==> src/rtl/lrupr_pkg.sv <==
// Shared types and fixed field widths for the LRU page replacement block.
// Used by the front, back and top modules of the block and by its checker.
package lrupr_pkg;

  localparam int PAGE_W      = 16;
  localparam int IDX_W       = 3;
  localparam int TOTAL_W     = 32;
  localparam int QUEUE_DEPTH = 2;

  typedef struct packed {
    logic               hit;
    logic [IDX_W-1:0]   frame_index;
    logic               evicted_valid;
    logic [PAGE_W-1:0]  evicted_page;
    logic [TOTAL_W-1:0] hit_total;
    logic [TOTAL_W-1:0] fault_total;
  } result_t;

endpackage

==> src/rtl/lrupr_queue.sv <==
// Small first-in first-out queue of registers with push/full and pop/empty sides.
// Stands between the front and back parts and in front of the result ports.
module lrupr_queue #(
  parameter int WIDTH = 8,
  parameter int DEPTH = 2
) (
  input  logic             clk,
  input  logic             rst,
  input  logic             push,
  output logic             full,
  input  logic [WIDTH-1:0] wdata,
  input  logic             pop,
  output logic             empty,
  output logic [WIDTH-1:0] rdata
);

  localparam int PW = (DEPTH > 1) ? $clog2(DEPTH) : 1;
  localparam int CW = $clog2(DEPTH + 1);

  logic [WIDTH-1:0] slots [DEPTH];
  logic [PW-1:0]    wr_ptr;
  logic [PW-1:0]    rd_ptr;
  logic [CW-1:0]    count;
  logic             do_push;
  logic             do_pop;

  assign full    = (count == CW'(DEPTH));
  assign empty   = (count == '0);
  assign do_push = push && !full;
  assign do_pop  = pop && !empty;
  assign rdata   = slots[rd_ptr];

  always_ff @(posedge clk) begin
    if (rst) begin
      wr_ptr <= '0;
      rd_ptr <= '0;
      count  <= '0;
    end else begin
      if (do_push) begin
        wr_ptr <= (wr_ptr == PW'(DEPTH - 1)) ? '0 : wr_ptr + 1'b1;
      end
      if (do_pop) begin
        rd_ptr <= (rd_ptr == PW'(DEPTH - 1)) ? '0 : rd_ptr + 1'b1;
      end
      if (do_push && !do_pop) begin
        count <= count + 1'b1;
      end else if (do_pop && !do_push) begin
        count <= count - 1'b1;
      end
    end
  end

  always_ff @(posedge clk) begin
    if (do_push) begin
      slots[wr_ptr] <= wdata;
    end
  end

endmodule

==> src/rtl/lrupr_front.sv <==
// Input stage: registers each page reference, keeps only the tag bits in use,
// and hands it to the queue that feeds the replacement engine. Uses lrupr_pkg.
module lrupr_front
  import lrupr_pkg::*;
#(
  parameter int TAG_W = 16
) (
  input  logic              clk,
  input  logic              rst,
  input  logic              push,
  output logic              full,
  input  logic [PAGE_W-1:0] page,
  output logic              q_push,
  input  logic              q_full,
  output logic [TAG_W-1:0]  q_page
);

  logic             held_valid;
  logic [TAG_W-1:0] held_page;
  logic             accept;

  // The held reference moves on whenever the queue has room, so a new
  // transaction can be taken in the same cycle.
  assign full   = held_valid && q_full;
  assign accept = push && !full;
  assign q_push = held_valid;
  assign q_page = held_page;

  always_ff @(posedge clk) begin
    if (rst) begin
      held_valid <= 1'b0;
    end else if (accept) begin
      held_valid <= 1'b1;
    end else if (!q_full) begin
      held_valid <= 1'b0;
    end
  end

  always_ff @(posedge clk) begin
    if (accept) begin
      held_page <= page[TAG_W-1:0];
    end
  end

endmodule

==> src/rtl/lrupr_back.sv <==
// Replacement engine: tag compare over all frames, fill or evict, rank update
// and saturating totals, one reference per cycle while a reference waits and the result queue has room. Uses lrupr_pkg.
module lrupr_back
  import lrupr_pkg::*;
#(
  parameter int FRAMES = 8,
  parameter int TAG_W  = 16
) (
  input  logic             clk,
  input  logic             rst,
  input  logic             in_empty,
  input  logic [TAG_W-1:0] in_page,
  output logic             in_pop,
  input  logic             out_full,
  output logic             out_push,
  output result_t          out_result
);

  localparam int FW = $clog2(FRAMES);

  logic [TAG_W-1:0]   frame_page   [FRAMES];
  logic [FRAMES-1:0]  frame_valid;
  logic [FW-1:0]      recency_rank [FRAMES];
  logic [TOTAL_W-1:0] hit_count;
  logic [TOTAL_W-1:0] fault_count;

  logic [FRAMES-1:0]  frame_valid_next;
  logic [FW-1:0]      recency_rank_next [FRAMES];
  logic [TOTAL_W-1:0] hit_count_next;
  logic [TOTAL_W-1:0] fault_count_next;

  logic               go;
  logic               hit_any;
  logic               empty_any;
  logic [FW-1:0]      hit_idx;
  logic [FW-1:0]      empty_idx;
  logic [FW-1:0]      victim_idx;
  logic [FW-1:0]      used;
  logic [FW:0]        old_rank;
  logic               write_tag;

  assign go       = !in_empty && !out_full;
  assign in_pop   = go;
  assign out_push = go;

  always_comb begin
    hit_any    = 1'b0;
    empty_any  = 1'b0;
    hit_idx    = '0;
    empty_idx  = '0;
    victim_idx = '0;
    // Walk from the top so that the lowest-numbered frame wins.
    for (int i = FRAMES - 1; i >= 0; i--) begin
      if (frame_valid[i] && frame_page[i] == in_page) begin
        hit_any = 1'b1;
        hit_idx = FW'(i);
      end
      if (!frame_valid[i]) begin
        empty_any = 1'b1;
        empty_idx = FW'(i);
      end
      // With every frame valid the ranks are a permutation, so exactly one
      // frame holds the oldest rank.
      if (recency_rank[i] == FW'(FRAMES - 1)) begin
        victim_idx = FW'(i);
      end
    end
  end

  always_comb begin
    if (hit_any) begin
      used     = hit_idx;
      old_rank = {1'b0, recency_rank[hit_idx]};
    end else if (empty_any) begin
      used     = empty_idx;
      old_rank = (FW + 1)'(FRAMES);
    end else begin
      used     = victim_idx;
      old_rank = (FW + 1)'(FRAMES - 1);
    end
  end

  assign write_tag = go && !hit_any;

  always_comb begin
    frame_valid_next = frame_valid;
    for (int i = 0; i < FRAMES; i++) begin
      if (FW'(i) == used) begin
        recency_rank_next[i] = '0;
      end else if (frame_valid[i] && {1'b0, recency_rank[i]} < old_rank) begin
        recency_rank_next[i] = recency_rank[i] + 1'b1;
      end else begin
        recency_rank_next[i] = recency_rank[i];
      end
    end
    if (!hit_any) begin
      frame_valid_next[used] = 1'b1;
    end
    hit_count_next   = hit_count;
    fault_count_next = fault_count;
    if (hit_any) begin
      if (hit_count != '1) begin
        hit_count_next = hit_count + 1'b1;
      end
    end else if (fault_count != '1) begin
      fault_count_next = fault_count + 1'b1;
    end
  end

  always_comb begin
    out_result.hit           = hit_any;
    out_result.frame_index   = IDX_W'(used);
    out_result.evicted_valid = !hit_any && !empty_any;
    out_result.evicted_page  = (!hit_any && !empty_any) ?
                               PAGE_W'(frame_page[victim_idx]) : '0;
    out_result.hit_total     = hit_count_next;
    out_result.fault_total   = fault_count_next;
  end

  always_ff @(posedge clk) begin
    if (rst) begin
      frame_valid <= '0;
      hit_count   <= '0;
      fault_count <= '0;
      for (int i = 0; i < FRAMES; i++) begin
        recency_rank[i] <= '0;
      end
    end else if (go) begin
      frame_valid  <= frame_valid_next;
      hit_count    <= hit_count_next;
      fault_count  <= fault_count_next;
      recency_rank <= recency_rank_next;
    end
  end

  always_ff @(posedge clk) begin
    if (write_tag) begin
      frame_page[used] <= in_page;
    end
  end

endmodule

==> src/rtl/lru_page_replacement.sv <==
// LRU page replacement block.
// Input side is a queue: drive page with push high while full is low; each
// such edge is one transaction, one page reference. Result side is a queue:
// while empty is low the oldest result sits on hit, frame_index,
// evicted_valid, evicted_page, hit_total and fault_total, and it is consumed
// at an edge where pop is high.
// Every reference yields exactly one result, in order. A reference passes
// through the input register, the queue in front of the engine and the
// result queue before its result shows on the ports. The engine compares
// the page against all frames and updates the ranks combinationally and
// writes the result queue at the edge where it pops the middle queue.
// Sustained throughput is one reference per cycle while pop drains results.
// When pop is held low the result queue fills, the engine stops, the middle
// queue and the input register fill, and full rises; nothing is lost.
// Reset (rst, synchronous) empties every frame, clears the ranks and both
// totals, and flushes all queues; no clearing pass is needed.
// Depends on lrupr_pkg, lrupr_front, lrupr_queue and lrupr_back.
module lru_page_replacement
  import lrupr_pkg::*;
#(
  parameter int FRAMES    = 8,
  parameter int PAGE_BITS = 16
) (
  input  logic               clk,
  input  logic               rst,
  input  logic               push,
  output logic               full,
  input  logic [PAGE_W-1:0]  page,
  output logic               empty,
  input  logic               pop,
  output logic               hit,
  output logic [IDX_W-1:0]   frame_index,
  output logic               evicted_valid,
  output logic [PAGE_W-1:0]  evicted_page,
  output logic [TOTAL_W-1:0] hit_total,
  output logic [TOTAL_W-1:0] fault_total
);

  // Only the page bits that fit the input port can ever be set.
  localparam int TAG_W = (PAGE_BITS < PAGE_W) ? PAGE_BITS : PAGE_W;

  logic             mid_push;
  logic             mid_full;
  logic [TAG_W-1:0] mid_wdata;
  logic             mid_pop;
  logic             mid_empty;
  logic [TAG_W-1:0] mid_rdata;
  logic             res_push;
  logic             res_full;
  result_t          res_wdata;
  result_t          res_head;

  lrupr_front #(
    .TAG_W (TAG_W)
  ) u_front (
    .clk    (clk),
    .rst    (rst),
    .push   (push),
    .full   (full),
    .page   (page),
    .q_push (mid_push),
    .q_full (mid_full),
    .q_page (mid_wdata)
  );

  lrupr_queue #(
    .WIDTH (TAG_W),
    .DEPTH (QUEUE_DEPTH)
  ) u_mid_queue (
    .clk   (clk),
    .rst   (rst),
    .push  (mid_push),
    .full  (mid_full),
    .wdata (mid_wdata),
    .pop   (mid_pop),
    .empty (mid_empty),
    .rdata (mid_rdata)
  );

  lrupr_back #(
    .FRAMES (FRAMES),
    .TAG_W  (TAG_W)
  ) u_back (
    .clk        (clk),
    .rst        (rst),
    .in_empty   (mid_empty),
    .in_page    (mid_rdata),
    .in_pop     (mid_pop),
    .out_full   (res_full),
    .out_push   (res_push),
    .out_result (res_wdata)
  );

  lrupr_queue #(
    .WIDTH ($bits(result_t)),
    .DEPTH (QUEUE_DEPTH)
  ) u_res_queue (
    .clk   (clk),
    .rst   (rst),
    .push  (res_push),
    .full  (res_full),
    .wdata (res_wdata),
    .pop   (pop),
    .empty (empty),
    .rdata (res_head)
  );

  assign hit           = res_head.hit;
  assign frame_index   = res_head.frame_index;
  assign evicted_valid = res_head.evicted_valid;
  assign evicted_page  = res_head.evicted_page;
  assign hit_total     = res_head.hit_total;
  assign fault_total   = res_head.fault_total;

endmodule

==> config.mk <==
export PLATFORM = sky130hd
export DESIGN_NAME = lru_page_replacement
export DESIGN_NICKNAME = d
export VERILOG_FILES = /design/src/rtl/lrupr_pkg.sv /design/src/rtl/lrupr_queue.sv /design/src/rtl/lrupr_front.sv /design/src/rtl/lrupr_back.sv /design/src/rtl/lru_page_replacement.sv
export SDC_FILE = /design/constraint.sdc
export NUM_CORES = 1
export LEC_CHECK = 0
export ABC_AREA = 1
export BUFFER_PORTS_ARGS = -buffer_cell sky130_fd_sc_hd__clkbuf_2
export CAP_MARGIN = 20
export CORE_MARGIN = 8
export CORE_UTILIZATION = 50
export DETAILED_ROUTE_END_ITERATION = 8
export MAX_ROUTING_LAYER = met4
export PLACE_DENSITY = 0.67
export SLEW_MARGIN = 40
export SYNTH_ARGS = -nofsm -noshare
export SYNTH_HDL_FRONTEND = slang
export SYNTH_SLANG_ARGS = --single-unit
==> constraint.sdc <==
create_clock -name clk -period 6.9 [get_ports clk]
set_clock_uncertainty 0.2 [all_clocks]
set_input_delay 0 -clock clk [delete_from_list [all_inputs] [get_ports clk]]
set_output_delay 0 -clock clk [all_outputs]
set_load 0.1 [all_outputs]
==> results.sh, run 1 <==
export IMPL_overflow=0
export IMPL_grt_pass1_wl_um=99900
export IMPL_cts_resized_gates=0
export IMPL_cp_required_ns=7.22
export IMPL_grt_start_max_net_pins=87
export IMPL_drive_gt1_frac=0.145
export IMPL_grt_antenna_before_repair=0
export IMPL_ys_warn_count=0
export IMPL_critPathSlowestCell="a311oi_1"
export IMPL_synth_main_ff_cell="edfxtp_1"
export IMPL_synth_edf_count=346
export IMPL_die_width_um=231
export IMPL_cts_root_buffer="clkbuf_16"
export IMPL_power_uw=12300
export IMPL_numCtsBuffers=49
export IMPL_critical_path_class="flip-flop to flip-flop"
export IMPL_regToRegSetupSlack_ns=1.44
export IMPL_crit_path_frequent_cell="nand2_1"
export IMPL_fill_cells=3934
export IMPL_placed_cell_area_um2=24300
export IMPL_drt_total_wl_um=65200
export IMPL_synth_area_per_cell_um2=9.15
export IMPL_crit_fanout=22
export IMPL_clock_fmax_mhz=183
export IMPL_status="finished, final reports clean"
export IMPL_post_route_min_period_ns=5.46
export IMPL_max_slew_margin_rel=0.439
export IMPL_fin_nets=2722
export IMPL_core_area_um2=45500
export IMPL_synth_top_area_cell="edfxtp_1"
export IMPL_cts_root_to_sink_buffers=3
export IMPL_holdWs_ns=0.195
export IMPL_clk_pin_slew_worst_paths_ns=0.06
export IMPL_ant_nets=0
export IMPL_async_flop_share=0
export IMPL_numPortBuffers=106
export IMPL_syn_area_um2=23100
export IMPL_yosysMostFrequentCell="nand2_1"
export IMPL_hpwlAfterDp_um=47200
export IMPL_post_cts_setup_buffer_count=0
export IMPL_r2r_cells=33
export IMPL_wl_per_cell_um=19.7
export IMPL_setup_viol=0
export IMPL_arrival_ns=5.78
export IMPL_syn2layout_area_growth_pct=14.1
export IMPL_synth_seq_area_share=0.543
export IMPL_tightest_slew_ns=0.836
export IMPL_maxCapViolCount=0
export IMPL_die_area_um2=53300
export IMPL_hold_viol=0
export IMPL_dr_total_vias=17977
export IMPL_syn_num_nets=2577
export IMPL_synth_top_area_share=0.450
export IMPL_grt_usage=0.246
export IMPL_powerDensity_nw_per_um2=468
export IMPL_drcViolationCount=0
export IMPL_pin_count=107
export IMPL_dr_first_iter_drc_count=1427
export IMPL_maxSlewViolCount=0
export IMPL_grt_pass1_vias=17548
export IMPL_hp_class="input port to flip-flop"
export IMPL_die_height_um=231
export IMPL_startpoint_type="flip-flop"
export IMPL_rsz0062_at_grt="no"
export IMPL_fin_area_um2=26300
export IMPL_via_per_inst=5.44
export IMPL_finalSetupTns_ns=0
export IMPL_p_leak_uw=0.0112
export IMPL_insertion_delay_ns=0.59
export IMPL_syn_inst=2521
export IMPL_yosys_top_cells_count="532 x nand2_1, 346 x edfxtp_1, 338 x inv_1"
export IMPL_hold_depth=4
export IMPL_worstSetupEndpointType="flip-flop"
export IMPL_gp_congestion=0.968
export IMPL_ys_ff_latch=453
export IMPL_final_util=0.579
export IMPL_ir_drop_mv=0.495
export IMPL_start_util=0.507
export IMPL_clock_sinks=453
export IMPL_drt_pass1_iterations=5
export IMPL_cpPeakStageDelay_ns=0.52
export IMPL_antennaDiodeCount=0
export IMPL_yosysUniqueCellTypes=54
export IMPL_synth_area_leaders="edfxtp_1 45%, dfxtp_1 9.3%, nand2_1 8.7%"
export IMPL_cts_tree="built"
export IMPL_timing_final_crit_share=0.792
export IMPL_h_tree_depth=2
export IMPL_rows=78
==> where the power goes <==
group	internal [uW]	leakage [uW]	switching [uW]
logic	1110	0.00632	4240
registers	3900	0.00410	372
clock network	1570	0.000781	1120
total	6580	0.0112	5740
==> sequential cells by signal (all words and copies together), names as in the netlist, named ones only <==
signal and count:
u_mid_queue.wr_ptr 1, u_back.frame_valid 8, u_res_queue.rd_ptr 1, u_back.recency_rank 24
u_back.fault_count 32, u_res_queue.wr_ptr 1, u_front.q_push 1, u_res_queue.count 2
u_res_queue.slots 170, u_mid_queue.slots 32, u_mid_queue.rd_ptr 1, u_back.frame_page 128
u_front.q_page 16, u_back.hit_count 32, u_mid_queue.count 2
==> per-layer routing <==
metal | wire length [um] | global-route usage | up-vias
met5 | 0 | - | -
met4 | 2390 | 0.0919 | 0
met3 | 3550 | 0.0334 | 127
met2 | 31700 | 0.410 | 538
met1 | 27600 | 0.303 | 8617
li1 | - | - | 8695
==> cell type report <==
class,count,area (um^2),area share
Sequential cell,453,12500,0.476
Clock buffer,58,1320,0.0503
Inverter,351,1320,0.0503
Clock inverter,34,335,0.0127
Timing Repair Buffer,171,1130,0.0430
Tap cell,600,751,0.0285
Multi-Input combinational cell,1640,8920,0.339
==> metrics by stage <==
step / std cells / worst slack, ns
floorplan: 2521 / 1.68
global placement: 3178 / 1.66
detailed placement: 3178 / 1.54
CTS: 3306 / 1.51
global route: 3307 / 0.897
finish: 3307 / 1.44
==> logic make-up after synthesis <==
kind of cell,Yosys count,synth area share
AND/OR/NAND/NOR,1114,0.211
adder cells (fa/ha/maj),36,0.0195
AO/OA/AOI/OAI,312,0.0771
flip-flops,453,0.543
buffers and inverters,428,0.0728
multiplexers,85,0.0415
XOR/XNOR,93,0.0353
==> worst max-delay path, delay by kind of cell, from the launching register on <==
kind | cells | cell delay, ns
DFF | 1 | 0.30
AOI/OAI and AO/OA | 3 | 0.70
buffers and inverters | 5 | 1.40
adders and majority gates | 1 | 0.23
and+or+nand+nor | 24 | 2.57
==> layout by cell type, fill, tap and decap left out, types with 6 or more instances in the layout <==
cell and instances:
nand4_1 53, inv_2 9, clkbuf_16 51, clkinv_2 8, buf_4 27, a21oi_1 124, dfxtp_1 106, or2_2 7
a211oi_1 19, nand3_1 104, mux2_2 85, edfxtp_1 346, nor4_1 14, clkinvlp_4 11, o21a_1 17, dlygate4sd3_1 36
nand3_2 6, o21ai_0 109, clkinv_1 7, ha_1 36, clkbuf_2 106, nor3_1 39, nand3b_1 6, inv_1 338
nand2_1 531, o32ai_1 10, nand2_4 9, xor2_1 90, nor2_1 283, nand2_2 37
==> path summary, 6_finish.rpt <==
kind	start	endpoint
max	flip-flop	u_back.recency_rank[5]$_SDFFE_PP0P_
min	pop	flip-flop
min reg2reg	u_front.q_page[12]$_DFFE_PP_	u_mid_queue.slots[0][12]$_DFFE_PP_
max reg2reg	flip-flop	u_back.recency_rank[5]$_SDFFE_PP0P_
==> repair_timing <==
action / CTS / global route
hold endpoints to repair: 57 / 0
hold buffers: 36 / 0
setup endpoints to repair: 0 / 0
No activity file was read; power rests on OpenSTA's default activity.
==> run 2: changes to the inputs <==
PLACE_DENSITY = 0.7   (was 0.67)
clock period = 5 ns   (was 6.9 ns; I/O delays follow)
==> run 2 against run 1 <==
Against the previous run:
- cell area is 0.49% higher
- final cell count is 0.45% higher
- critical path type unchanged
- clock power is 36% higher
- via count is 0.87% higher
- largest power group unchanged
- register-to-register slack worse by 1.0 ns
- maximum frequency is 19% higher
- highest routed layer unchanged
==> results.sh, run 2 (synthesis gave the netlist of run 1 again) <==
export IMPL_status="finished, final reports clean"
export IMPL_clk_pin_slew_worst_paths_ns=0.07
export IMPL_gp_congestion=1.01
export IMPL_hold_viol=0
export IMPL_critical_path_class="flip-flop to flip-flop"
export IMPL_tightest_slew_ns=0.821
export IMPL_post_route_min_period_ns=4.59
export IMPL_max_slew_margin_rel=0.453
export IMPL_grt_pass1_wl_um=99200
export IMPL_layout_setup_ws_ns=0.406
export IMPL_fin_area_um2=26400
export IMPL_fin_nets=2738
export IMPL_via_per_inst=5.46
export IMPL_dr_total_vias=18134
export IMPL_layout_common_cells="531 x nand2_1, 346 x edfxtp_1, 337 x inv_1, 283 x nor2_1, 124 x a21oi_1"
export IMPL_drt_total_wl_um=63600
export IMPL_largest_register_ffs=170
export IMPL_hpwlAfterDp_um=46400
export IMPL_top_register="u_res_queue.slots"
export IMPL_antennaDiodeCount=0
export IMPL_largest_registers="u_res_queue.slots: 170 flops, u_back.frame_page: 128 flops"
export IMPL_grt_usage=0.241
export IMPL_p_leak_uw=0.0113
export IMPL_timing_final_crit_share=0.919
export IMPL_fill_cells=3908
export IMPL_clock_fmax_mhz=218
export IMPL_core_area_um2=45500
export IMPL_die_width_um=231
export IMPL_grt_start_max_net_pins=87
export IMPL_worstSetupEndpointType="flip-flop"
export IMPL_wl_per_cell_um=19.1
export IMPL_h_tree_depth=2
export IMPL_final_common_cell="nand2_1"
export IMPL_numPortBuffers=106
export IMPL_grt_antenna_before_repair=0
export IMPL_syn2layout_area_growth_pct=14.6
export IMPL_cp_required_ns=5.29
export IMPL_placed_cell_area_um2=24400
export IMPL_crit_fanout=15
export IMPL_cts_tree="built"
export IMPL_cts_root_to_sink_buffers=3
export IMPL_maxSlewViolCount=0
export IMPL_finalSetupTns_ns=0
export IMPL_setup_viol=0
export IMPL_post_cts_setup_buffer_count=0
export IMPL_start_util=0.507
export IMPL_hp_class="input port to flip-flop"
export IMPL_cts_root_buffer="clkbuf_16"
export IMPL_min_from="pop"
export IMPL_arrival_ns=4.89
export IMPL_drcViolationCount=0
export IMPL_clock_sinks=453
export IMPL_dr_first_iter_drc_count=1755
export IMPL_powerDensity_nw_per_um2=641
export IMPL_ir_drop_mv=0.692
export IMPL_rsz0062_at_grt="no"
export IMPL_die_area_um2=53300
export IMPL_numCtsBuffers=48
export IMPL_insertion_delay_ns=0.60
export IMPL_ant_nets=0
export IMPL_startpoint_type="flip-flop"
export IMPL_overflow=0
export IMPL_die_height_um=231
export IMPL_pin_count=107
export IMPL_maxCapViolCount=0
export IMPL_drive_gt1_frac=0.148
export IMPL_final_util=0.581
export IMPL_place_ws_ns=0.378
export IMPL_rows=78
export IMPL_drt_pass1_iterations=9
export IMPL_grt_pass1_vias=17764
[run 2: per-layer routing]
| layer | routed length [um] | vias up | track usage |
|---|---|---|---|
| met5 | 0 | - | - |
| li1 | - | 8735 | - |
| met1 | 27300 | 8606 | 0.314 |
| met4 | 1820 | 0 | 0.0788 |
| met2 | 30100 | 662 | 0.389 |
| met3 | 4410 | 131 | 0.0320 |
[run 2: report_power, final]
group | switching [uW] | internal, uW | total (uW) | leakage [uW]
clock | 1550 | 2090 | 3650 | 0.000776
combinational | 5820 | 1590 | 7400 | 0.00641
sequential | 518 | 5380 | 5900 | 0.00410
total | 7890 | 9060 | 16900 | 0.0113
[run 2: worst paths after layout]
check | endpoint | slack [ns] | depth (start not counted)
worst max-delay path | u_back.recency_rank[13]$_SDFFE_PP0P_ | 0.41 | 27
worst max register to register | u_back.recency_rank[13]$_SDFFE_PP0P_ | 0.41 | 27
worst min-delay path | u_res_queue.rd_ptr$_SDFFE_PP0P_ | 0.18 | 4
worst min register to register | u_mid_queue.slots[0][14]$_DFFE_PP_ | 0.25 | 0
[run 2: worst max-delay path, stage by stage (launching register included)]
cell	delay [ns]
dfxtp_1	0.37
inv_2	0.10
buf_4	0.18
nand2_1	0.10
nand2_2	0.24
xor2_1	0.24
nor3_1	0.32
nand2_1	0.12
nor3_1	0.29
nand3_1	0.19
nand2_1	0.11
nand2_1	0.05
nand2_1	0.12
nand2_1	0.12
buf_4	0.19
o21ai_0	0.16
a21oi_1	0.09
a311oi_1	0.22
buf_4	0.22
ha_1	0.24
nand2_1	0.08
nand2_1	0.05
nand2_1	0.06
nand2_1	0.07
nand2_2	0.13
nand3_1	0.09
nand2_1	0.09
nor2_1	0.04
[run 2: area by class of cell]
class,instances,area [um^2],share of cell area
Multi-Input combinational cell,1640,8930,0.338
Clock inverter,30,353,0.0133
Clock buffer,60,1270,0.0479
Sequential cell,453,12500,0.474
Timing Repair Buffer,188,1290,0.0487
Tap cell,600,751,0.0284
Inverter,351,1320,0.0500
[run 2: through the flow]
step / std cells / hold WS [ns] / power [uW]
2_1_floorplan: 2521 / -0.101 / 11600
3_3_place_gp: 3195 / -0.0224 / 13100
3_5_place_dp: 3196 / -0.0213 / 13300
4_1_cts: 3322 / 0.120 / 17000
5_1_grt: 3322 / 0.193 / 17800
6_report: 3322 / 0.175 / 16900
[run 2: what timing repair did]
action,CTS,global route
setup endpoints to repair,0,24
resized for setup,0,5
hold buffers,36,0
hold endpoints to repair,90,0
